**config.mk**
```make
export PLATFORM = sky130hd
export DESIGN_NAME = jti_lane
export DESIGN_NICKNAME = d
export VERILOG_FILES = /design/src/hdl/jti_pkg.sv /design/src/hdl/jti_lane.sv
export SDC_FILE = /design/constraint.sdc
export NUM_CORES = 2
export LEC_CHECK = 0
export BUFFER_PORTS_ARGS = -buffer_cell sky130_fd_sc_hd__buf_2
export CAP_MARGIN = 10
export CORE_UTILIZATION = 59
export CTS_CLUSTER_DIAMETER = 30
export DETAILED_ROUTE_END_ITERATION = 16
export HOLD_SLACK_MARGIN = 0.1
export PLACE_DENSITY = 0.85
export SLEW_MARGIN = 20
export SYNTH_ARGS = -nofsm -noshare
export SYNTH_HDL_FRONTEND = slang
export SYNTH_SLANG_ARGS = --single-unit
```
**constraint.sdc**
```tcl
create_clock -name clock -period 16.4 [get_ports clock]
set_clock_uncertainty 0.2 [all_clocks]
set_input_delay 3.28 -clock clock [delete_from_list [all_inputs] [get_ports clock]]
set_output_delay 3.28 -clock clock [all_outputs]
set_load 0.005 [all_outputs]
```
**src/hdl/jti_pkg.sv**
```systemverilog
`timescale 1ns / 1ps
package jti_pkg;
   localparam int MAX_WAYPOINTS_DEF = 64;
   localparam int JOINTS_DEF = 7;
   localparam int POS_WIDTH_DEF = 20;
   localparam int TIME_WIDTH = 26;
   localparam int ELAPSED_WIDTH = 27;
   localparam int TICK_WIDTH = 20;
   localparam int HOLD_WIDTH = 8;
   localparam int CSR_INDEX_WIDTH = 1;
   localparam logic [CSR_INDEX_WIDTH-1:0] CSR_TICK_PERIOD = 1'b0;
   localparam logic [CSR_INDEX_WIDTH-1:0] CSR_HOLD_TICKS = 1'b1;
   localparam logic CMD_LOAD = 1'b0;
   localparam logic CMD_TICK = 1'b1;

   typedef struct packed {
      logic cmd;
      logic [TIME_WIDTH-1:0] waypoint_time_us;
      logic signed [POS_WIDTH_DEF-1:0] joint_in0;
      logic signed [POS_WIDTH_DEF-1:0] joint_in1;
      logic signed [POS_WIDTH_DEF-1:0] joint_in2;
      logic signed [POS_WIDTH_DEF-1:0] joint_in3;
      logic signed [POS_WIDTH_DEF-1:0] joint_in4;
      logic signed [POS_WIDTH_DEF-1:0] joint_in5;
      logic signed [POS_WIDTH_DEF-1:0] joint_in6;
      logic last_waypoint;
   } req_type;

   typedef struct packed {
      logic signed [POS_WIDTH_DEF-1:0] joint_out0;
      logic signed [POS_WIDTH_DEF-1:0] joint_out1;
      logic signed [POS_WIDTH_DEF-1:0] joint_out2;
      logic signed [POS_WIDTH_DEF-1:0] joint_out3;
      logic signed [POS_WIDTH_DEF-1:0] joint_out4;
      logic signed [POS_WIDTH_DEF-1:0] joint_out5;
      logic signed [POS_WIDTH_DEF-1:0] joint_out6;
      logic phase;
      logic last_hold;
   } rsp_type;

   // Interpolation job handed to every lane.
   typedef struct packed {
      logic start;
      logic [ELAPSED_WIDTH-1:0] num_t;
      logic [ELAPSED_WIDTH-1:0] den_t;
   } lane_cmd_type;
endpackage

```
**src/hdl/jti_lane.sv**
```systemverilog
`timescale 1ns / 1ps
module jti_lane #(
   parameter int POS_WIDTH = jti_pkg::POS_WIDTH_DEF
) (
   input  logic                        clock,
   input  logic                        reset,
   input  jti_pkg::lane_cmd_type       lane_cmd,
   input  logic signed [POS_WIDTH-1:0] p0,
   input  logic signed [POS_WIDTH-1:0] p1,
   output logic signed [POS_WIDTH-1:0] q,
   output logic                        done
);
   import jti_pkg::*;

   // One lane: multiply d*(t-t0) once, then restoring division one bit a cycle.
   localparam int DW = POS_WIDTH + 1;
   localparam int PW = DW + ELAPSED_WIDTH;
   localparam int CW = $clog2(PW + 1);

   typedef enum logic [2:0] {
      ST_IDLE = 3'b001,
      ST_DIV  = 3'b010,
      ST_FIX  = 3'b100
   } lane_state_type;

   lane_state_type step_ff, step_in;
   logic [PW-1:0] mag_ff, mag_in;
   logic [PW-1:0] quo_ff, quo_in;
   logic [ELAPSED_WIDTH:0] rem_ff, rem_in;
   logic [ELAPSED_WIDTH-1:0] den_ff, den_in;
   logic neg_ff, neg_in;
   logic [CW-1:0] cnt_ff, cnt_in;
   logic signed [POS_WIDTH-1:0] q_ff, q_in;
   logic signed [DW-1:0] d;
   logic signed [PW:0] prod;
   logic [ELAPSED_WIDTH:0] trial;
   logic signed [PW:0] sum;

   assign d = DW'(p1) - DW'(p0);
   assign prod = (PW+1)'(d) * $signed({1'b0, lane_cmd.num_t});
   assign trial = {rem_ff[ELAPSED_WIDTH-1:0], mag_ff[PW-1]};
   assign sum = (PW+1)'(p0) + (neg_ff ? -$signed({1'b0, quo_ff}) : $signed({1'b0, quo_ff}));

   always_comb begin
      step_in = step_ff; mag_in = mag_ff; quo_in = quo_ff; rem_in = rem_ff;
      den_in = den_ff; neg_in = neg_ff; cnt_in = cnt_ff; q_in = q_ff;
      case (step_ff)
         ST_IDLE: begin
            if (lane_cmd.start) begin
               neg_in = prod[PW];
               mag_in = prod[PW] ? PW'(-prod) : prod[PW-1:0];
               mag_in = mag_in + PW'(lane_cmd.den_t >> 1);
               den_in = lane_cmd.den_t;
               rem_in = '0; quo_in = '0;
               cnt_in = CW'(PW);
               step_in = ST_DIV;
            end
         end
         ST_DIV: begin
            mag_in = mag_ff << 1;
            if (trial >= {1'b0, den_ff}) begin
               rem_in = trial - {1'b0, den_ff};
               quo_in = {quo_ff[PW-2:0], 1'b1};
            end else begin
               rem_in = trial;
               quo_in = {quo_ff[PW-2:0], 1'b0};
            end
            cnt_in = cnt_ff - 1'b1;
            if (cnt_ff == CW'(1)) step_in = ST_FIX;
         end
         ST_FIX: begin
            q_in = sum[POS_WIDTH-1:0];
            step_in = ST_IDLE;
         end
         default: step_in = ST_IDLE;
      endcase
   end

   always_ff @(posedge clock) begin
      if (reset) begin
         step_ff <= ST_IDLE;
         done <= 1'b0;
      end else begin
         step_ff <= step_in;
         done <= (step_ff == ST_FIX);
      end
      mag_ff <= mag_in; quo_ff <= quo_in; rem_ff <= rem_in; den_ff <= den_in;
      neg_ff <= neg_in; cnt_ff <= cnt_in; q_ff <= q_in;
   end
   assign q = q_ff;
endmodule

```
# Word-level counts from Yosys, hierarchy flattened

Cells that the tools add are included.

Register bits after elaboration: 153
Output and inout bits: 21
Logic and storage cells: 43

Add/sub/neg operators: 7
$mul: 1
$lt $le $gt $ge: 1
Equality and inequality tests: 6
Muxes and demuxes: 15
Reduce and logical (&&, ||, !) cells: 4

Operators by type and width:

| kind                | count |
|---|---|
| $mux 48             | 2 |
| $pmux 48 s2         | 1 |
| $mux 27             | 2 |
| $pmux 27 s2         | 1 |
| $mul 21x28->49      | 1 |
| $add 48x26->48      | 1 |
| $neg 48->48         | 1 |
| $mux 20             | 2 |
| $pmux 20 s2         | 1 |
| $ge 28x27->1        | 1 |
| $sub 27x27->27      | 1 |
| $sub 20x20->21      | 1 |
| $add 20x20->20      | 1 |
| $neg 20->20         | 1 |
| $pmux 6 s2          | 1 |
| $eq 6x1->1 const B  | 1 |
| $mux 3              | 2 |
| $mux 6              | 1 |
| $pmux 3 s2          | 1 |
| $reduce_and 2->1    | 3 |
| $sub 6x1->6 const B | 1 |
| $ne 2x2->1 const B  | 2 |
| $eq 3x1->1 const B  | 1 |
| $eq 3x2->1 const B  | 1 |
| other kinds (3)     | 3 |

# Logic depth before layout (Yosys ltp)

Depth after elaboration: 7
Gate-level depth with buffers: 63
Mapped depth without buffers: 58

# Least setup slack after synthesis

No wires, ideal clock.

Path kind: input-to-reg
Start: input port p1[0]
End: register mag_ff[46], data pin
Setup time: 0.262 ns
Data arrival time: 16.708 ns
Data required time: 15.938 ns
Path slack: -0.770 ns
Stages on the path: 58
Path buffers: 6
Cell sequence: inv_1 -> ha_1 -> inv_1 -> fa_1 -> a21o_1 -> a21oi_1 -> o21ai_0 -> a21oi_1 -> o21ai_0 -> a21oi_1 -> o21bai_1 -> a21oi_1 -> o21ai_0 -> nand2_1 -> o21ai_0 -> or2_2 -> xor2_1 -> clkbuf_1 -> [... 22 more ...] -> buf_1 -> nor2_1 -> xor2_1 -> ha_1 -> a21o_1 -> a211oi_1 -> o21ai_0 -> a21oi_1 -> o311a_1 -> o31a_1 -> a21oi_1 -> nor3b_1 -> o22ai_1 -> a211o_1 -> or3_1 -> or3_4 -> o41ai_2 -> nor2b_1

Word-level cells in the longest chain between the ends: 7

RTL lines:

| element                | RTL line       | source |
|---|---|---|
| start: declaration     | jti_lane.sv:9  | `input logic signed [POS_WIDTH-1:0] p1,` |
| $sub 20x20->21 *       | jti_lane.sv:39 | `assign d = DW'(p1) - DW'(p0);` |
| $mul 21x28->49 *       | jti_lane.sv:40 | `assign prod = (PW+1)'(d) * $signed({1'b0, lane_cmd.num_t});` |
| $neg 48->48            | jti_lane.sv:51 | `mag_in = prod[PW] ? PW'(-prod) : prod[PW-1:0];` |
| $mux 48 *              | jti_lane.sv:51 |  |
| $add 48x26->48 *       | jti_lane.sv:52 | `mag_in = mag_in + PW'(lane_cmd.den_t >> 1);` |
| $mux 48 *              | jti_lane.sv:49 | `if (lane_cmd.start) begin` |
| $pmux 48 s2 *          | jti_lane.sv:47 | `case (step_ff)` |
| via mag_in[46]         | jti_lane.sv:27 | `logic [PW-1:0] mag_ff, mag_in;` |
| end signal: assignment | jti_lane.sv:87 | `mag_ff <= mag_in; quo_ff <= quo_in; rem_ff <= rem_in; den_ff <= den_in;` |
| end: declaration       | jti_lane.sv:27 |  |

Mark *: on every way through the listed nets, which the timed path passes. The rest lies on a longest branch. The select of a mux whose other input is x is not followed.
A chain may end at the register's enable or synchronous reset.

# Final worst setup path

Start: input port p0[0]
End: register mag_ff[46], data pin

Word-level cells in the longest chain between the ends: 7

RTL lines:

| element            | RTL line       | source |
|---|---|---|
| start: declaration | jti_lane.sv:8  | `input logic signed [POS_WIDTH-1:0] p0,` |
| $sub 20x20->21 *   | jti_lane.sv:39 |  |
| $mul 21x28->49 *   | jti_lane.sv:40 |  |
| $neg 48->48        | jti_lane.sv:51 |  |
| $mux 48 *          | jti_lane.sv:51 |  |
| $add 48x26->48 *   | jti_lane.sv:52 |  |
| $mux 48 *          | jti_lane.sv:49 |  |
| $pmux 48 s2 *      | jti_lane.sv:47 |  |
| via mag_in[46]     | jti_lane.sv:27 |  |

Marked as above.

==> impl_metrics.yaml <==
outcome:
  status: "finished clean"
global_route:
  grtUsageTotal_pct: 28.6
  grt-ovfl-total: 0
  grt_pass1_vias: 26845
  grt_pass1_wl_mm: 129
  grt_max_degree: 73
  antenna_found_initial: 0
floorplan:
  die-area_um2: 55200
  start_util_pct: 60.3
  die_w_um: 235
  pin_count: 118
  core_area_um2: 53100
  die_h_um: 235
  num_rows: 84
layout:
  regArea_um2: 4550
  area_delta_synth_final_pct: 7.84
  drive_above_1_share_pct: 9.64
  fillCellCount: 4055
  final_core_util_pct: 65.0
  multiInputGateArea_um2: 24700
  num_antenna_cells: 0
  fin_area_um2: 34500
  nets: 4611
clock_network:
  tritoncts: "built"
  clock_latency_ns: 0.47
  clk_path_buf_depth: 2
  clk_pin_slew_worst_paths_ns: 0.07
  htree_num_levels: 4
  numCtsBuffers: 17
  cts_sinks: 153
  root_buffer: "clkbuf_16"
placement:
  hpwlAfterDp_mm: 61.5
  placed_area_um2: 33700
  place_congestion: 0.945
  port-buffer-count: 117
drt:
  drc_errors: 0
  vias: 26321
  wl_per_cell_um: 17.4
  drt_pre_antenna_iters: 5
  drtIter0Drc: 2201
  wirelength_mm: 77.7
  viasPerCell: 5.91
  antenna_left: 0
critical_path:
  slowest_stage: "fa_1"
  crit_fanout: 27
  critPathMaxStageDelay_ns: 0.57
  rr_startpoint: "mag_ff[47]"
  critPathCaptureType: "register"
  cp.required_ns: 16.42
  cpMostUsedCell: "fa_1"
  start_kind: "input port"
  path_class: "input port to register"
  cp.arrival_ns: 16.04
  startpoint: "p0[0]"
timing:
  hold_viol_final: 0
  tightest_slew_ns: 1.14
  hold_ws_ns: 0.318
  fmax_mhz: 62.4
  fin_crit_ns: 16.02
  min_period_over_period_pct: 97.7
  relSlewSlack_pct: 23.6
  finalSetupTns_ns: 0
  rsz0062_at_grt: "yes"
  drv_slew: 0
  setup_viol: 0
synth:
  synth_flop_cell: "edfxtp_1"
  yosys_warnings: 0
  synth_edf_count: 149
  synth_area_um2: 32000
  syn_inst: 3674
  ys_types: 101
  synth_seq_cells: 153
  synth.avg_cell_area_um2: 8.71
  synthesis.nets: 4533
  ys_async_sr_fraction_pct: 0
  yosysSeqAreaShare_pct: 14.2
min_path:
  hold_start: "mag_ff[0]"
  hp-class: "register to register"
run:
  maxCapViolCount: 0
## stage by stage
stage / worst slack, ns / std cells
finish: 0.383 / 4453
global route: -0.169 / 4453
CTS: 0.0178 / 4443
detailed placement: -0.340 / 4411
global placement: -0.0401 / 4411
floorplan: -0.155 / 3674
## cell type report
cell class,instances,share of cell area (%)
multi-input cells,2699,71.5
flip-flops and latches,153,13.2
inverters,676,7.35
repair buffers,205,3.72
well taps,688,2.49
clock buffers,18,1.24
clock inverters,14,0.479
## critical path: cells and delay by family
family	cells	cell delay, ns
XOR/XNOR	1	0.13
adder cells (fa/ha/maj)	11	4.85
AND/OR/NAND/NOR	9	1.61
buffers and inverters	7	1.01
AO/OA/AOI/OAI	26	5.14
## synthesized netlist by cell type, types with 5 or more instances
cell / instances / area share, %
a211o_1: 9 / 0.25
a211oi_1: 16 / 0.38
a21boi_0: 11 / 0.26
a21o_1: 34 / 0.80
a21oi_1: 152 / 2.4
a21oi_2: 6 / 0.16
a221oi_1: 5 / 0.14
a31oi_1: 21 / 0.41
a41oi_1: 8 / 0.22
and2_1: 153 / 3.0
and3_1: 20 / 0.39
and4_1: 11 / 0.30
buf_2: 13 / 0.20
clkbuf_1: 129 / 1.5
edfxtp_1: 149 / 14
fa_1: 477 / 30
ha_1: 285 / 11
inv_1: 675 / 7.9
mux2i_1: 26 / 0.81
nand2_1: 533 / 6.3
nand2b_1: 46 / 0.90
nand3_1: 44 / 0.69
nand3b_1: 8 / 0.19
nand4_1: 22 / 0.43
nor2_1: 183 / 2.1
nor2b_1: 28 / 0.55
nor3_1: 61 / 0.95
nor4_1: 18 / 0.35
o2111ai_1: 5 / 0.14
o211ai_1: 12 / 0.28
o21a_1: 20 / 0.47
o21ai_0: 105 / 1.6
o21ai_1: 11 / 0.17
o21bai_1: 21 / 0.49
o31ai_1: 16 / 0.38
o41ai_1: 6 / 0.16
or2_2: 27 / 0.53
or3_1: 15 / 0.29
or4_1: 5 / 0.12
xnor2_1: 120 / 3.3
xor2_1: 61 / 1.7
## final timing paths
path / to / slack, ns / depth (start not counted)
max: mag_ff[46] / 0.38 / 54
min: mag_ff[1] / 0.32 / 2
max reg2reg: rem_ff[12] / 11.32 / 18
min reg2reg: mag_ff[1] / 0.32 / 2
## timing repair
action                                  CTS  global route
endpoints found under the setup margin    0            21
gates resized for setup                   0            35
setup buffers                             0             8
hold buffers                              0             0
## kinds of logic after synthesis
family / Yosys count / synth area share [%]
adder cells (fa/ha/maj): 762 / 41.0
AO/OA/AOI/OAI: 521 / 11.0
flip-flops: 153 / 14.2
XOR/XNOR: 183 / 5.06
multiplexers: 26 / 0.813
buffers and inverters: 824 / 9.78
AND/OR/NAND/NOR: 1205 / 18.1
## metal layers
metal,vias to the layer above,part of all wire [%],GRT usage (%)
met3,244,6.9,3.71
met4,0,3.6,10.9
met1,12944,39,35.6
met5,-,0,0
li1,11941,-,-
met2,1192,51,50.5
## cells in the final DEF, fill, tap and decap left out, types with 20 or more instances in the layout
| master | count |
|---|---|
| a21o_1 | 34 |
| a21oi_1 | 147 |
| a31oi_1 | 20 |
| and2_1 | 152 |
| and3_1 | 20 |
| buf_2 | 117 |
| buf_4 | 83 |
| edfxtp_1 | 149 |
| fa_1 | 477 |
| ha_1 | 285 |
| inv_1 | 675 |
| mux2i_1 | 26 |
| nand2_1 | 531 |
| nand2b_1 | 46 |
| nand3_1 | 44 |
| nand4_1 | 22 |
| nor2_1 | 174 |
| nor2b_1 | 27 |
| nor3_1 | 61 |
| o21a_1 | 20 |
| o21ai_0 | 98 |
| o21bai_1 | 21 |
| or2_2 | 26 |
| xnor2_1 | 110 |
| xor2_1 | 57 |
## sequential cells by signal (all words and copies together), names as in the netlist
| name | count |
|---|---|
| quo_ff | 20 |
| cnt_ff | 6 |
| rem_ff | 27 |
| mag_ff | 48 |
| step_ff | 3 |
| q | 20 |
| neg_ff | 1 |
| done | 1 |
| den_ff | 27 |
Power is not shown: default switching activity piles up to over one toggle a cycle in this logic, so the estimate is an artifact.
