File: config.mk
export PLATFORM = sky130hd
export DESIGN_NAME = jti_ram
export DESIGN_NICKNAME = d
export VERILOG_FILES = /design/src/hdl/jti_ram.sv
export SDC_FILE = /design/constraint.sdc
export NUM_CORES = 1
export LEC_CHECK = 0
export BUFFER_PORTS_ARGS = -buffer_cell sky130_fd_sc_hd__buf_2
export CAP_MARGIN = 40
export CORE_AREA = 2 2 253 130
export CTS_BUF_LIST = sky130_fd_sc_hd__clkbuf_2 sky130_fd_sc_hd__clkbuf_4 sky130_fd_sc_hd__clkbuf_8
export DETAILED_ROUTE_END_ITERATION = 10
export DIE_AREA = 0 0 255 132
export PLACE_DENSITY = 0.86
export SYNTH_ARGS = -nofsm -noshare
export SYNTH_HDL_FRONTEND = slang
export SYNTH_SLANG_ARGS = --single-unit
export TNS_END_PERCENT = 1
File: constraint.sdc
create_clock -name clock -period 1.9 [get_ports clock]
set_input_delay 0.095 -clock clock [delete_from_list [all_inputs] [get_ports clock]]
set_output_delay 0.095 -clock clock [all_outputs]
set_load 0.01 [all_outputs]
File: src/hdl/jti_ram.sv
`timescale 1ns / 1ps
module jti_ram #(
   parameter int WIDTH = 8,
   parameter int DEPTH = 64
) (
   input  logic                     clock,
   input  logic                     wr_en,
   input  logic [$clog2(DEPTH)-1:0] wr_addr,
   input  logic [WIDTH-1:0]         wr_data,
   input  logic [$clog2(DEPTH)-1:0] rd_addr,
   output logic [WIDTH-1:0]         rd_data
);
   logic [WIDTH-1:0] mem_ff [DEPTH];
   always_ff @(posedge clock) begin
      if (wr_en) mem_ff[wr_addr] <= wr_data;
      rd_data <= mem_ff[rd_addr];
   end
endmodule

[Word level (Yosys, flattened, before mapping)]
Memory sizes are Yosys's and may differ from the RTL's. A register that Yosys moved wholly into a read port is not among the register bits.
Cells that the tools add are included.
Cells by class
  equal/unequal tests: 0
  multiplexer cells: 2
  div/mod/pow operators: 0
  reductions and logical operators: 0
  magnitude comparators: 0
  $mul: 0
  add/subtract/negate cells: 0
  shift operators: 0
  bitwise logic cells: 0
Operators by type and width (number)
  $mux W1: 2
Word-level totals
  memories: 1
  RAM bits: 512
  output and inout port bits: 8
  register bits after elaboration: 0
  bits in read-only memories: 0
  bits in latches: 0
  word-level logic and storage cells: 3
  input bits: 22
Memory list
  mem_ff: depth 64, width 8, read ports 1, clocked after memory_dff 1, wr ports 1, RTL line 13  | logic [WIDTH-1:0] mem_ff [DEPTH];

[Longest topological paths before layout]
Gate-level depths: netlist of run 1.
  word-level depth: 2
  mapped depth: 9

[Worst setup path after synthesis of run 1]
Ideal clock, no wire load.
  kind: input -> register
  from: input port rd_addr[1]
  to: register rd_data[3], read port of mem_ff
  arrival time: 1635 ps
  required time: 1772 ps
  stages: 7
  buffers on the path: 3
  slack: 137 ps
  library setup time: 128 ps
  cells stage by stage: buf_4 buf_2 buf_2 mux4_2 mux4_2 o21ai_1 o41ai_1
RTL lines
  start: declaration: RTL line 10  | input logic [$clog2(DEPTH)-1:0] rd_addr,
  end: declaration: RTL line 11  | output logic [WIDTH-1:0] rd_data

==> results_tabular.tex, run 1 <==
\begin{tabular}{lr}
\hline
Metric & Value \\
\hline
\multicolumn{2}{l}{\textbf{Run status}} \\
\quad Outcome & finished with violations \\
\quad Violations in the final reports & hold timing, setup timing \\
\multicolumn{2}{l}{\textbf{Pwr}} \\
\quad Worst vdd rail ir drop & 0.000542 V \\
\quad Power share of the combinational group & 0.061 \\
\quad Pint & 17.4 mW \\
\quad Sequential share of power & 0.571 \\
\quad Power spent charging and discharging nets & 4.93 mW \\
\quad Switching portion of total power & 0.221 \\
\quad Design Power & 22.3 mW \\
\quad Leakage power of the design & 7.61 nW \\
\quad Ratio of total power to cell area & 961 nW/um\^{}2 \\
\quad Power share of the clock group & 0.368 \\
\multicolumn{2}{l}{\textbf{Setup path}} \\
\quad Critical path buffer and inverter count & 1 \\
\quad Worst path required time & 2440 ps \\
\quad Cell breakdown of the critical path & mux4\_2, nor2\_1, nor4\_1, nor3\_4, buf\_6, o32ai\_2 \\
\quad R2r setup slk & -130 ps \\
\quad Highest net fanout along the worst path & 1 \\
\quad Family with the most delay on the worst path & simple AND/OR/NAND/NOR gates \\
\quad Slowest library cell on the worst path & sky130\_fd\_sc\_hd\_\_nor4\_1 \\
\quad Setup crit start kind & flip-flop \\
\quad CP max stage delay & 710 ps \\
\quad Crit path DAT & 2570 ps \\
\quad Endpoint class of the critical path & flip-flop \\
\quad Classification of the worst setup path & flip-flop to flip-flop \\
\multicolumn{2}{l}{\textbf{Route}} \\
\quad Via density per instance & 6.79 \\
\quad Detailed Routing Iterations Pass 1 & 5 \\
\quad Total via count after detailed routing & 11000 \\
\quad Total detailed-routing wirelength & 49.1 mm \\
\quad Post-route antenna net violation count & 0 \\
\quad Mean routed wirelength per cell & 30.2 um \\
\quad DR DRC count & 0 \\
\quad Number of design-rule violations left by the first detailed-router iteration & 1813 \\
\multicolumn{2}{l}{\textbf{Global route}} \\
\quad Overall fraction of global-route tracks in use & 0.303 \\
\quad Via count of the first global-routing pass & 11300 \\
\quad Antenna violations before repair & 1 \\
\quad GR Overflow Total & 0 \\
\quad Global-route wire length before repair & 72.7 mm \\
\quad Maximum number of pins on one net before global-route repair & 65 \\
\multicolumn{2}{l}{\textbf{Placement}} \\
\quad HPWL reported at the end of detailed placement & 30.9 mm \\
\quad Post-DP Area & 21800 um\^{}2 \\
\quad IO Port Bufs & 29 \\
\quad Dpl cells & 1495 \\
\quad Pre-CTS setup slack & -374 ps \\
\quad Weighted congestion reported at the end of routability-driven placement & 0.831 \\
\multicolumn{2}{l}{\textbf{STA}} \\
\quad Final critical-path share of the clock period & 1.07 \\
\quad Maximum operating frequency & 493 MHz \\
\quad RSZ-0062 raised after global routing & true \\
\quad Total negative setup slack & -158 ps \\
\quad Final setup violating endpoints & 2 \\
\quad Worst setup margin & -128 ps \\
\quad Normalized max-slew margin & 0.456 \\
\quad Worst slack on hold paths & -71.6 ps \\
\quad Hold violation total from the final report & 4 \\
\quad Final count of pins violating max slew & 0 \\
\quad Post-route minimum period & 2030 ps \\
\quad Clock skew & 32.2 ps \\
\quad Transition time at the pin with the least slew margin & 809 ps \\
\multicolumn{2}{l}{\textbf{Logic synthesis}} \\
\quad \#FFs+latches synth & 520 \\
\quad Number of enable-type register cells in the synthesized netlist & 512 \\
\quad Synthesized Nets & 962 \\
\quad Post-synthesis cell count & 940 \\
\quad Synth Cell Area & 20200 um\^{}2 \\
\quad Sequential fraction of the synthesis area & 0.770 \\
\quad Count of distinct cell types in the synthesized netlist & 40 \\
\quad Ys async rst share & 0 \\
\quad Average cell area after synthesis & 21.5 um\^{}2 \\
\quad Warnings, synthesis & 0 \\
\quad Most frequently used flop master after synthesis & sky130\_fd\_sc\_hd\_\_edfxtp\_1 \\
\multicolumn{2}{l}{\textbf{CTS}} \\
\quad CTS tree & yes \\
\quad Hold\_buf cts & 2 \\
\quad Cell chosen for the clock root & sky130\_fd\_sc\_hd\_\_clkbuf\_8 \\
\quad Clock Sinks & 520 \\
\quad CTS buffer count & 71 \\
\quad Later-pin clock latency in the skew report & 640 ps \\
\quad Clock Tree Buf Depth & 3 \\
\quad Post-CTS Repair Setup Buffers & 0 \\
\quad CTS clk-pin slew, worst paths & 70 ps \\
\quad H-tree depth reported by CTS & 3 \\
\multicolumn{2}{l}{\textbf{Die}} \\
\quad Top-Level Pins & 30 \\
\quad Die area & 33700 um\^{}2 \\
\quad Area of the placeable core & 31400 um\^{}2 \\
\quad Initial standard-cell utilization of the core & 0.643 \\
\quad Row cnt & 46 \\
\quad Die width & 255 um \\
\quad Die boundary height & 132 um \\
\multicolumn{2}{l}{\textbf{Cells and area}} \\
\quad Layout Cell Area excl Fill & 23200 um\^{}2 \\
\quad Fraction of layout instances using a drive strength above 1 & 0.362 \\
\quad Post-route core utilization & 0.740 \\
\quad Final cell count without fillers & 1625 \\
\quad Synth-to-Final Area Change & 15.2\% \\
\quad NumNets Final & 1160 \\
\multicolumn{2}{l}{\textbf{Min path}} \\
\quad Worst Hold Class & input port to flip-flop \\
\multicolumn{2}{l}{\textbf{Job}} \\
\quad Max Cap Violations & 0 \\
\hline
\end{tabular}
## cell type report
| type | instances | area [um^2] |
|---|---|---|
| Fill cell | 1504 | 8140 |
| Antenna cell | 1 | 2.50 |
| Timing Repair Buffer | 176 | 1410 |
| Clock buffer | 96 | 1210 |
| Clock inverter | 31 | 135 |
| Multi-Input combinational cell | 369 | 4400 |
| Tap cell | 432 | 541 |
| Sequential cell | 520 | 15500 |
## synthesized netlist by cell type, types with 4 or more instances
master                     count  area share
sky130_fd_sc_hd__edfxtp_1    512        0.76
sky130_fd_sc_hd__mux4_2      126        0.14
sky130_fd_sc_hd__nor2_1       83       0.015
sky130_fd_sc_hd__mux2i_1      23       0.011
sky130_fd_sc_hd__nand2_1      19      0.0035
sky130_fd_sc_hd__clkbuf_1     17      0.0032
sky130_fd_sc_hd__nor2b_1      14      0.0043
sky130_fd_sc_hd__buf_4        13      0.0048
sky130_fd_sc_hd__mux2_2       13      0.0073
sky130_fd_sc_hd__nand3_1      13      0.0032
sky130_fd_sc_hd__buf_2        11      0.0027
sky130_fd_sc_hd__dfxtp_1       8      0.0079
sky130_fd_sc_hd__o221ai_1      8      0.0035
sky130_fd_sc_hd__o22ai_1       8      0.0025
sky130_fd_sc_hd__nand2b_1      7      0.0022
sky130_fd_sc_hd__nor3_1        7      0.0017
sky130_fd_sc_hd__a221oi_1      6      0.0026
sky130_fd_sc_hd__a211oi_1      4      0.0015
sky130_fd_sc_hd__buf_1         4     0.00074
sky130_fd_sc_hd__buf_6         4      0.0022
## worst register-to-register path, cell delays in order, from the launching register on
cell and delay [ps]:
sky130_fd_sc_hd__edfxtp_1 340, sky130_fd_sc_hd__mux4_2 260, sky130_fd_sc_hd__nor2_1 60, sky130_fd_sc_hd__nor4_1 710, sky130_fd_sc_hd__nor3_4 120, sky130_fd_sc_hd__buf_6 170, sky130_fd_sc_hd__o32ai_2 270
## routing by layer
layer  GRT usage  routed length, um  vias up
li1            -                  -     4334
met1       0.412              17200     5555
met2       0.471              23600      980
met3      0.0867               6190      172
met4       0.128               2130        0
met5           0                  0        -
## final timing paths
check / startpoint / end / depth (start not counted)
worst min register to register: mem_ff[18][0] / rd_data[0] / 4
worst max-delay path: mem_ff[5][4] / rd_data[4] / 6
worst min-delay path: rd_addr[5] / rd_data[2] / 3
worst max register to register: mem_ff[5][4] / rd_data[4] / 6
## state kept, by name (all words and copies together), names as in the netlist
signal	cells
rd_data	8
mem_ff	512
## placed cells by master (no fill, tap or decap), types with 4 or more instances in the layout
| cell type | Yosys | layout |
|---|---|---|
| sky130_fd_sc_hd__edfxtp_1 | 512 | 512 |
| sky130_fd_sc_hd__buf_4 | 13 | 135 |
| sky130_fd_sc_hd__mux4_2 | 126 | 126 |
| sky130_fd_sc_hd__nor2_1 | 83 | 81 |
| sky130_fd_sc_hd__clkbuf_8 | 0 | 79 |
| sky130_fd_sc_hd__buf_2 | 11 | 26 |
| sky130_fd_sc_hd__mux2i_1 | 23 | 23 |
| sky130_fd_sc_hd__clkinv_1 | 0 | 21 |
| sky130_fd_sc_hd__nand2_1 | 19 | 19 |
| sky130_fd_sc_hd__clkbuf_4 | 0 | 18 |
| sky130_fd_sc_hd__nor2b_1 | 14 | 14 |
| sky130_fd_sc_hd__nand3_1 | 13 | 13 |
| sky130_fd_sc_hd__mux2_2 | 13 | 12 |
| sky130_fd_sc_hd__buf_12 | 2 | 11 |
| sky130_fd_sc_hd__o221ai_1 | 8 | 8 |
| sky130_fd_sc_hd__o22ai_1 | 8 | 8 |
| sky130_fd_sc_hd__clkinv_2 | 0 | 8 |
| sky130_fd_sc_hd__dfxtp_1 | 8 | 8 |
| sky130_fd_sc_hd__nand2b_1 | 7 | 7 |
| sky130_fd_sc_hd__nor3_1 | 7 | 5 |
| sky130_fd_sc_hd__a211oi_1 | 4 | 4 |
## cell families (layout without fill, tap and decap cells)
kind of cell	count (synthesis)	in the layout	synth area share
and+or+nand+nor	153	153	0.0339
other	0	1	0
AOI/OAI and AO/OA	54	54	0.0207
muxes	162	162	0.159
buffers and inverters	51	303	0.0157
DFF	520	520	0.770
## repair_timing
item / in CTS / in global routing
pin swaps: 2 / 2
endpoints found under the setup margin: 7 / 7
endpoints found under the hold margin: 57 / 7
gates resized for setup: 10 / 7
## power by group through the flow
| stage | clock, mW | sequential (mW) | combinational [mW] |
|---|---|---|---|
| detailed placement | 0 | 13.0 | 1.28 |
| finish | 8.21 | 12.7 | 1.37 |
| floorplan | 0 | 13.0 | 0.677 |
| global route | 8.76 | 12.7 | 1.41 |
| global placement | 0 | 13.0 | 1.22 |
| CTS | 8.26 | 12.7 | 1.32 |
Power figures use the tool's default switching activity.
==> inputs of run 2 (changes only) <==
- ABC_AREA: unset -> 1
- CORE_AREA: 2 2 253 130 -> 2 2 272 140
- DIE_AREA: 0 0 255 132 -> 0 0 274 142
- PLACE_DENSITY: 0.86 -> 0.83
- clock period: 1.9 -> 1.8 ns (I/O delays scaled with it)
==> results_tabular.tex, run 2 <==
\begin{tabular}{lr}
\hline
Metric & Value \\
\hline
\multicolumn{2}{l}{\textbf{Cells and area}} \\
\quad Biggest regs & mem\_ff: 512 flops, rd\_data: 8 flops \\
\quad Final cell count without fillers & 2460 \\
\quad Fillers & 2629 \\
\quad Max FFs per register & 512 \\
\quad Commonest cells after routing, fill and taps aside & sky130\_fd\_sc\_hd\_\_nand2\_1, sky130\_fd\_sc\_hd\_\_edfxtp\_1, sky130\_fd\_sc\_hd\_\_nand3\_1 \\
\quad Area of the multi-input gates & 4960 um\^{}2 \\
\quad Synth-to-Final Area Change & 12.1\% \\
\quad Register with the highest flop count & mem\_ff \\
\quad Area of all sequential standard cells & 15500 um\^{}2 \\
\quad NumNets Final & 1942 \\
\quad Most common cell after layout, fill and taps aside & sky130\_fd\_sc\_hd\_\_nand2\_1 \\
\quad Fraction of layout instances using a drive strength above 1 & 0.135 \\
\multicolumn{2}{l}{\textbf{Logic synthesis}} \\
\quad Most frequently used flop master after synthesis & sky130\_fd\_sc\_hd\_\_edfxtp\_1 \\
\quad Most common cell in the synthesized netlist & sky130\_fd\_sc\_hd\_\_nand2\_1 \\
\quad Post-synthesis cell count & 1805 \\
\quad Synth Cell Area & 21300 um\^{}2 \\
\quad Count of distinct cell types in the synthesized netlist & 16 \\
\quad Largest cells by area after synthesis & sky130\_fd\_sc\_hd\_\_edfxtp\_1, sky130\_fd\_sc\_hd\_\_nand2\_1, sky130\_fd\_sc\_hd\_\_nand3\_1 \\
\quad \#FFs+latches synth & 520 \\
\quad Average cell area after synthesis & 11.8 um\^{}2 \\
\quad Area share of the largest cell type after synthesis & 0.720 \\
\quad Ys async rst share & 0 \\
\quad Synthesized Nets & 1827 \\
\quad Number of enable-type register cells in the synthesized netlist & 512 \\
\quad Cell taking the most area after synthesis & sky130\_fd\_sc\_hd\_\_edfxtp\_1 \\
\quad Top cells by instance count after synthesis & sky130\_fd\_sc\_hd\_\_nand2\_1, sky130\_fd\_sc\_hd\_\_edfxtp\_1, sky130\_fd\_sc\_hd\_\_nand3\_1 \\
\quad Sequential fraction of the synthesis area & 0.728 \\
\quad Warnings, synthesis & 0 \\
\multicolumn{2}{l}{\textbf{Setup path}} \\
\quad Classification of the worst setup path & flip-flop to flip-flop \\
\quad CP max stage delay & 370 ps \\
\quad Endpoint class of the critical path & flip-flop \\
\quad Slowest library cell on the worst path & sky130\_fd\_sc\_hd\_\_edfxtp\_1 \\
\quad Highest net fanout along the worst path & 1 \\
\quad Setup crit start kind & flip-flop \\
\quad Worst path required time & 2330 ps \\
\quad Cell breakdown of the critical path & nand2\_1, nand3\_1, nand3\_1, nand2\_1, nand2\_1, nand3\_1, nand3\_1, nand2\_1 \\
\quad Crit path DAT & 1910 ps \\
\multicolumn{2}{l}{\textbf{CTS}} \\
\quad Post-CTS Repair Setup Buffers & 0 \\
\quad Later-pin clock latency in the skew report & 650 ps \\
\quad Cell chosen for the clock root & sky130\_fd\_sc\_hd\_\_clkbuf\_8 \\
\quad Clock Sinks & 520 \\
\quad CTS buffer count & 71 \\
\quad Clock Tree Buf Depth & 3 \\
\quad CTS tree & yes \\
\quad CTS clk-pin slew, worst paths & 70 ps \\
\quad H-tree depth reported by CTS & 3 \\
\multicolumn{2}{l}{\textbf{Global route}} \\
\quad Overall fraction of global-route tracks in use & 0.300 \\
\quad Maximum number of pins on one net before global-route repair & 65 \\
\quad Global-route wire length before repair & 85.6 mm \\
\quad GR Overflow Total & 0 \\
\quad Via count of the first global-routing pass & 14000 \\
\quad Antenna violations before repair & 3 \\
\multicolumn{2}{l}{\textbf{STA}} \\
\quad Normalized max-slew margin & 0.393 \\
\quad Hold violation total from the final report & 0 \\
\quad RSZ-0062 raised after global routing & false \\
\quad Post-route minimum period & 1390 ps \\
\quad Final count of pins violating max slew & 0 \\
\quad Final setup violating endpoints & 0 \\
\quad Final critical-path share of the clock period & 0.771 \\
\quad Total negative setup slack & 0 ps \\
\quad Clock skew & 23.0 ps \\
\quad Transition time at the pin with the least slew margin & 910 ps \\
\quad Maximum operating frequency & 721 MHz \\
\multicolumn{2}{l}{\textbf{Placement}} \\
\quad IO Port Bufs & 29 \\
\quad Weighted congestion reported at the end of routability-driven placement & 0.929 \\
\quad HPWL reported at the end of detailed placement & 35.2 mm \\
\quad Dpl cells & 2334 \\
\multicolumn{2}{l}{\textbf{Route}} \\
\quad Total via count after detailed routing & 15000 \\
\quad Total detailed-routing wirelength & 57.0 mm \\
\quad Number of design-rule violations left by the first detailed-router iteration & 2593 \\
\quad DR DRC count & 0 \\
\quad Detailed Routing Iterations Pass 1 & 6 \\
\quad Mean routed wirelength per cell & 23.2 um \\
\quad Via density per instance & 6.09 \\
\quad Post-route antenna net violation count & 0 \\
\multicolumn{2}{l}{\textbf{Pwr}} \\
\quad Ratio of total power to cell area & 1010 nW/um\^{}2 \\
\quad Worst vdd rail ir drop & 0.000802 V \\
\quad Leakage power of the design & 8.83 nW \\
\multicolumn{2}{l}{\textbf{Die}} \\
\quad Die area & 38900 um\^{}2 \\
\quad Top-Level Pins & 30 \\
\quad Die boundary height & 142 um \\
\quad Row cnt & 50 \\
\quad Initial standard-cell utilization of the core & 0.582 \\
\quad Die width & 274 um \\
\quad Area of the placeable core & 36700 um\^{}2 \\
\multicolumn{2}{l}{\textbf{Run status}} \\
\quad Outcome & complete, no violations \\
\multicolumn{2}{l}{\textbf{Min path}} \\
\quad Worst Hold Class & input port to flip-flop \\
\multicolumn{2}{l}{\textbf{Job}} \\
\quad Max Cap Violations & 0 \\
\hline
\end{tabular}
[run 2: cell count changes after synthesis, moves of 8 or more]
cell,change
sky130_fd_sc_hd__nand2_1,+629
sky130_fd_sc_hd__nand3_1,+426
sky130_fd_sc_hd__mux4_2,-126
sky130_fd_sc_hd__buf_6,+31
sky130_fd_sc_hd__nor2_1,-27
sky130_fd_sc_hd__buf_2,+26
sky130_fd_sc_hd__mux2i_1,-23
sky130_fd_sc_hd__nor2b_1,-14
sky130_fd_sc_hd__mux2_2,-13
sky130_fd_sc_hd__inv_1,+10
sky130_fd_sc_hd__o221ai_1,-8
sky130_fd_sc_hd__o22ai_1,-8
[run 2: path summary, 6_finish.rpt]
kind	from	end	slack [ps]	cells after the start
max	mem_ff[23][3]	rd_data[3]	410	8
min	wr_data[2]	mem_ff[49][2]	40	1
max reg2reg	mem_ff[23][3]	rd_data[3]	410	8
min reg2reg	mem_ff[52][0]	rd_data[0]	810	8
[run 2: kinds of logic after synthesis]
logic type	after synthesis	share of synthesized area
flops	520	0.728
simple gates	1160	0.232
buf+inv	125	0.0402
[run 2: routing by layer]
| metal | part of all wire | wire, um | vias to the layer above | global-route usage |
|---|---|---|---|---|
| li1 | - | - | 6562 | - |
| met4 | 0.017 | 977 | 2 | 0.0738 |
| met2 | 0.41 | 23300 | 1125 | 0.398 |
| met1 | 0.41 | 23100 | 7190 | 0.456 |
| met5 | 0.00023 | 13 | - | 0 |
| met3 | 0.17 | 9650 | 92 | 0.126 |
[run 2: through the flow]
stage / cell area (um^2) / utilization / hold slack (ps) / total power [mW] / setup WS [ps]
floorplan: 21300 / - / 189 / 14.6 / -56.1
global placement: 22400 / 0.612 / 457 / 15.3 / 178
detailed placement: 22500 / 0.614 / 454 / 15.4 / 174
CTS: 23900 / 0.652 / 7.47 / 24.1 / 63.5
global route: 23900 / 0.653 / 24.2 / 24.7 / 295
finish: 23900 / 0.653 / 42.5 / 24.1 / 412
[run 2: layout make-up]
| cell class | instances | area share |
|---|---|---|
| antenna | 1 | 0.000105 |
| clock buffer | 99 | 0.0504 |
| clock inverter | 19 | 0.00570 |
| inverter | 12 | 0.00220 |
| multi-input combinational | 1160 | 0.207 |
| sequential | 520 | 0.649 |
| tap | 494 | 0.0258 |
| timing repair buffer | 155 | 0.0590 |
[run 2: worst max-delay path, delay by kind of cell, from the launching register on]
family / cells / cell delay [ps]
simple gates: 8 / 890
flops: 1 / 370
[run 2: report_power, final]
group	switching, mW	internal [mW]	leakage, nW
Combinational	1.29	0.484	3.45
Clock	4.38	4.48	0.708
Sequential	0.0336	13.4	4.67
Total	5.70	18.4	8.83
[run 2: what timing repair did]
action	4_1_cts	5_1_grt
hold buffers	8	0
setup endpoints to repair	0	1
gates resized for setup	0	4
endpoints found under the hold margin	257	0
==> inputs of run 3 (changes only) <==
- CORE_AREA: 2 2 272 140 -> 2 2 260 134
- DIE_AREA: 0 0 274 142 -> 0 0 262 136
- PLACE_DENSITY: 0.83 -> 0.86
- clock period: 1.8 -> 1.5 ns (I/O delays scaled with it)
==> results_tabular.tex, run 3 (synthesis results as in run 2) <==
\begin{tabular}{lr}
\hline
Metric & Value \\
\hline
\multicolumn{2}{l}{\textbf{Cells and area}} \\
\quad Area of all sequential standard cells & 15500 um\^{}2 \\
\quad NumNets Final & 1961 \\
\quad Commonest cells after routing, fill and taps aside & sky130\_fd\_sc\_hd\_\_nand2\_1, sky130\_fd\_sc\_hd\_\_edfxtp\_1, sky130\_fd\_sc\_hd\_\_nand3\_1 \\
\quad Post-route core utilization & 0.711 \\
\quad Biggest regs & mem\_ff: 512 flops, rd\_data: 8 flops \\
\quad Register with the highest flop count & mem\_ff \\
\quad Fillers & 2193 \\
\quad Fraction of layout instances using a drive strength above 1 & 0.145 \\
\quad Layout Cell Area excl Fill & 23900 um\^{}2 \\
\quad Max FFs per register & 512 \\
\quad Synth-to-Final Area Change & 12.1\% \\
\quad Final cell count without fillers & 2432 \\
\quad Area of the multi-input gates & 5000 um\^{}2 \\
\quad Antenna Diode Count & 0 \\
\quad Most common cell after layout, fill and taps aside & sky130\_fd\_sc\_hd\_\_nand2\_1 \\
\multicolumn{2}{l}{\textbf{STA}} \\
\quad Clock skew & 36.2 ps \\
\quad Final setup violating endpoints & 0 \\
\quad Worst setup margin & 164 ps \\
\quad Final critical-path share of the clock period & 0.891 \\
\quad Hold violation total from the final report & 0 \\
\quad RSZ-0062 raised after global routing & false \\
\quad Total negative setup slack & 0 ps \\
\quad Final count of pins violating max slew & 0 \\
\quad Transition time at the pin with the least slew margin & 842 ps \\
\quad Worst slack on hold paths & 46.2 ps \\
\quad Post-route minimum period & 1340 ps \\
\quad Maximum operating frequency & 748 MHz \\
\quad Normalized max-slew margin & 0.439 \\
\multicolumn{2}{l}{\textbf{Pwr}} \\
\quad Design Power & 28.4 mW \\
\quad Worst vdd rail ir drop & 0.00105 V \\
\quad Ratio of total power to cell area & 1190 nW/um\^{}2 \\
\quad Leakage power of the design & 8.87 nW \\
\multicolumn{2}{l}{\textbf{Setup path}} \\
\quad Classification of the worst setup path & flip-flop to flip-flop \\
\quad CP max stage delay & 370 ps \\
\quad Highest net fanout along the worst path & 1 \\
\quad Setup crit start kind & flip-flop \\
\quad Cell breakdown of the critical path & nand2\_1, nand3\_1, nand3\_1, nand2\_1, nand2\_1, nand3\_1, nand3\_1, nand2\_1 \\
\quad Slowest library cell on the worst path & sky130\_fd\_sc\_hd\_\_edfxtp\_1 \\
\quad Crit path DAT & 1870 ps \\
\quad Worst path required time & 2030 ps \\
\quad Endpoint class of the critical path & flip-flop \\
\multicolumn{2}{l}{\textbf{Route}} \\
\quad Via density per instance & 6.23 \\
\quad Post-route antenna net violation count & 0 \\
\quad Total via count after detailed routing & 15200 \\
\quad Number of design-rule violations left by the first detailed-router iteration & 2548 \\
\quad Total detailed-routing wirelength & 56.9 mm \\
\quad Mean routed wirelength per cell & 23.4 um \\
\quad Detailed Routing Iterations Pass 1 & 6 \\
\quad DR DRC count & 0 \\
\multicolumn{2}{l}{\textbf{Global route}} \\
\quad Overall fraction of global-route tracks in use & 0.327 \\
\quad Via count of the first global-routing pass & 14200 \\
\quad Maximum number of pins on one net before global-route repair & 73 \\
\quad Antenna violations before repair & 2 \\
\quad Global-route wire length before repair & 85.1 mm \\
\quad GR Overflow Total & 0 \\
\multicolumn{2}{l}{\textbf{Placement}} \\
\quad Post-DP Area & 22600 um\^{}2 \\
\quad HPWL reported at the end of detailed placement & 35.2 mm \\
\quad Weighted congestion reported at the end of routability-driven placement & 0.938 \\
\quad Dpl cells & 2316 \\
\quad IO Port Bufs & 29 \\
\quad Pre-CTS setup slack & -14.0 ps \\
\multicolumn{2}{l}{\textbf{CTS}} \\
\quad Clock Tree Buf Depth & 3 \\
\quad CTS tree & yes \\
\quad Later-pin clock latency in the skew report & 650 ps \\
\quad Number of gates given a new drive strength after cts & 0 \\
\quad CTS buffer count & 69 \\
\quad CTS clk-pin slew, worst paths & 80 ps \\
\quad H-tree depth reported by CTS & 3 \\
\quad Clock Sinks & 520 \\
\quad Cell chosen for the clock root & sky130\_fd\_sc\_hd\_\_clkbuf\_8 \\
\multicolumn{2}{l}{\textbf{Run status}} \\
\quad Outcome & complete, no violations \\
\multicolumn{2}{l}{\textbf{Die}} \\
\quad Die area & 35600 um\^{}2 \\
\quad Die boundary height & 136 um \\
\quad Top-Level Pins & 30 \\
\quad Row cnt & 48 \\
\quad Initial standard-cell utilization of the core & 0.634 \\
\quad Die width & 262 um \\
\quad Area of the placeable core & 33600 um\^{}2 \\
\multicolumn{2}{l}{\textbf{Job}} \\
\quad Max Cap Violations & 0 \\
\multicolumn{2}{l}{\textbf{Min path}} \\
\quad Worst Hold Class & input port to flip-flop \\
\hline
\end{tabular}
-- run 3: cell types whose count changed in the layout (fill, tap and decap cells not counted), sizes merged --
cell | previous run | this run
clkinv | 11 | 18
buf | 148 | 174
clkbuf | 99 | 90
diode | 1 | 0
inv | 16 | 14
dlygate4sd3 | 7 | 2
-- run 3: layout make-up --
cell class,instances,share of cell area
Clock buffer,90,0.0468
Clock inverter,24,0.00623
Inverter,12,0.00220
Multi-Input combinational cell,1160,0.209
Sequential cell,520,0.650
Tap cell,450,0.0235
Timing Repair Buffer,176,0.0627
-- run 3: where the power goes --
group	switching, mW	internal, mW	total, mW
Clock	5.13	5.05	10.2
Sequential	0.0449	16.1	16.1
Combinational	1.54	0.586	2.13
Total	6.72	21.7	28.4
-- run 3: path summary, 6_finish.rpt --
| path | start | to | slack, ps | cells after the start |
|---|---|---|---|---|
| hold / removal | wr_addr[1] | mem_ff[53][6] | 50 | 3 |
| setup / recovery | mem_ff[19][3] | rd_data[3] | 160 | 8 |
| setup reg to reg | mem_ff[19][3] | rd_data[3] | 160 | 8 |
| hold reg to reg | mem_ff[26][7] | rd_data[7] | 810 | 8 |
-- run 3: critical path, delay by kind of cell (launching register included) --
family,cells,cell delay [ps]
flip-flops,1,370
AND/OR/NAND/NOR,8,870
-- run 3: what timing repair did --
item,4_1_cts,5_1_grt
endpoints found under the setup margin,0,0
hold endpoints to repair,8,0
buffers inserted,0,0
hold buffers,2,0
-- run 3: layer usage --
| layer | vias to the layer above | track usage | share of wire |
|---|---|---|---|
| li1 | 6599 | - | - |
| met1 | 7157 | 0.467 | 0.37 |
| met2 | 1272 | 0.460 | 0.43 |
| met3 | 130 | 0.139 | 0.17 |
| met4 | 2 | 0.0979 | 0.025 |
| met5 | - | 0 | 0.00023 |
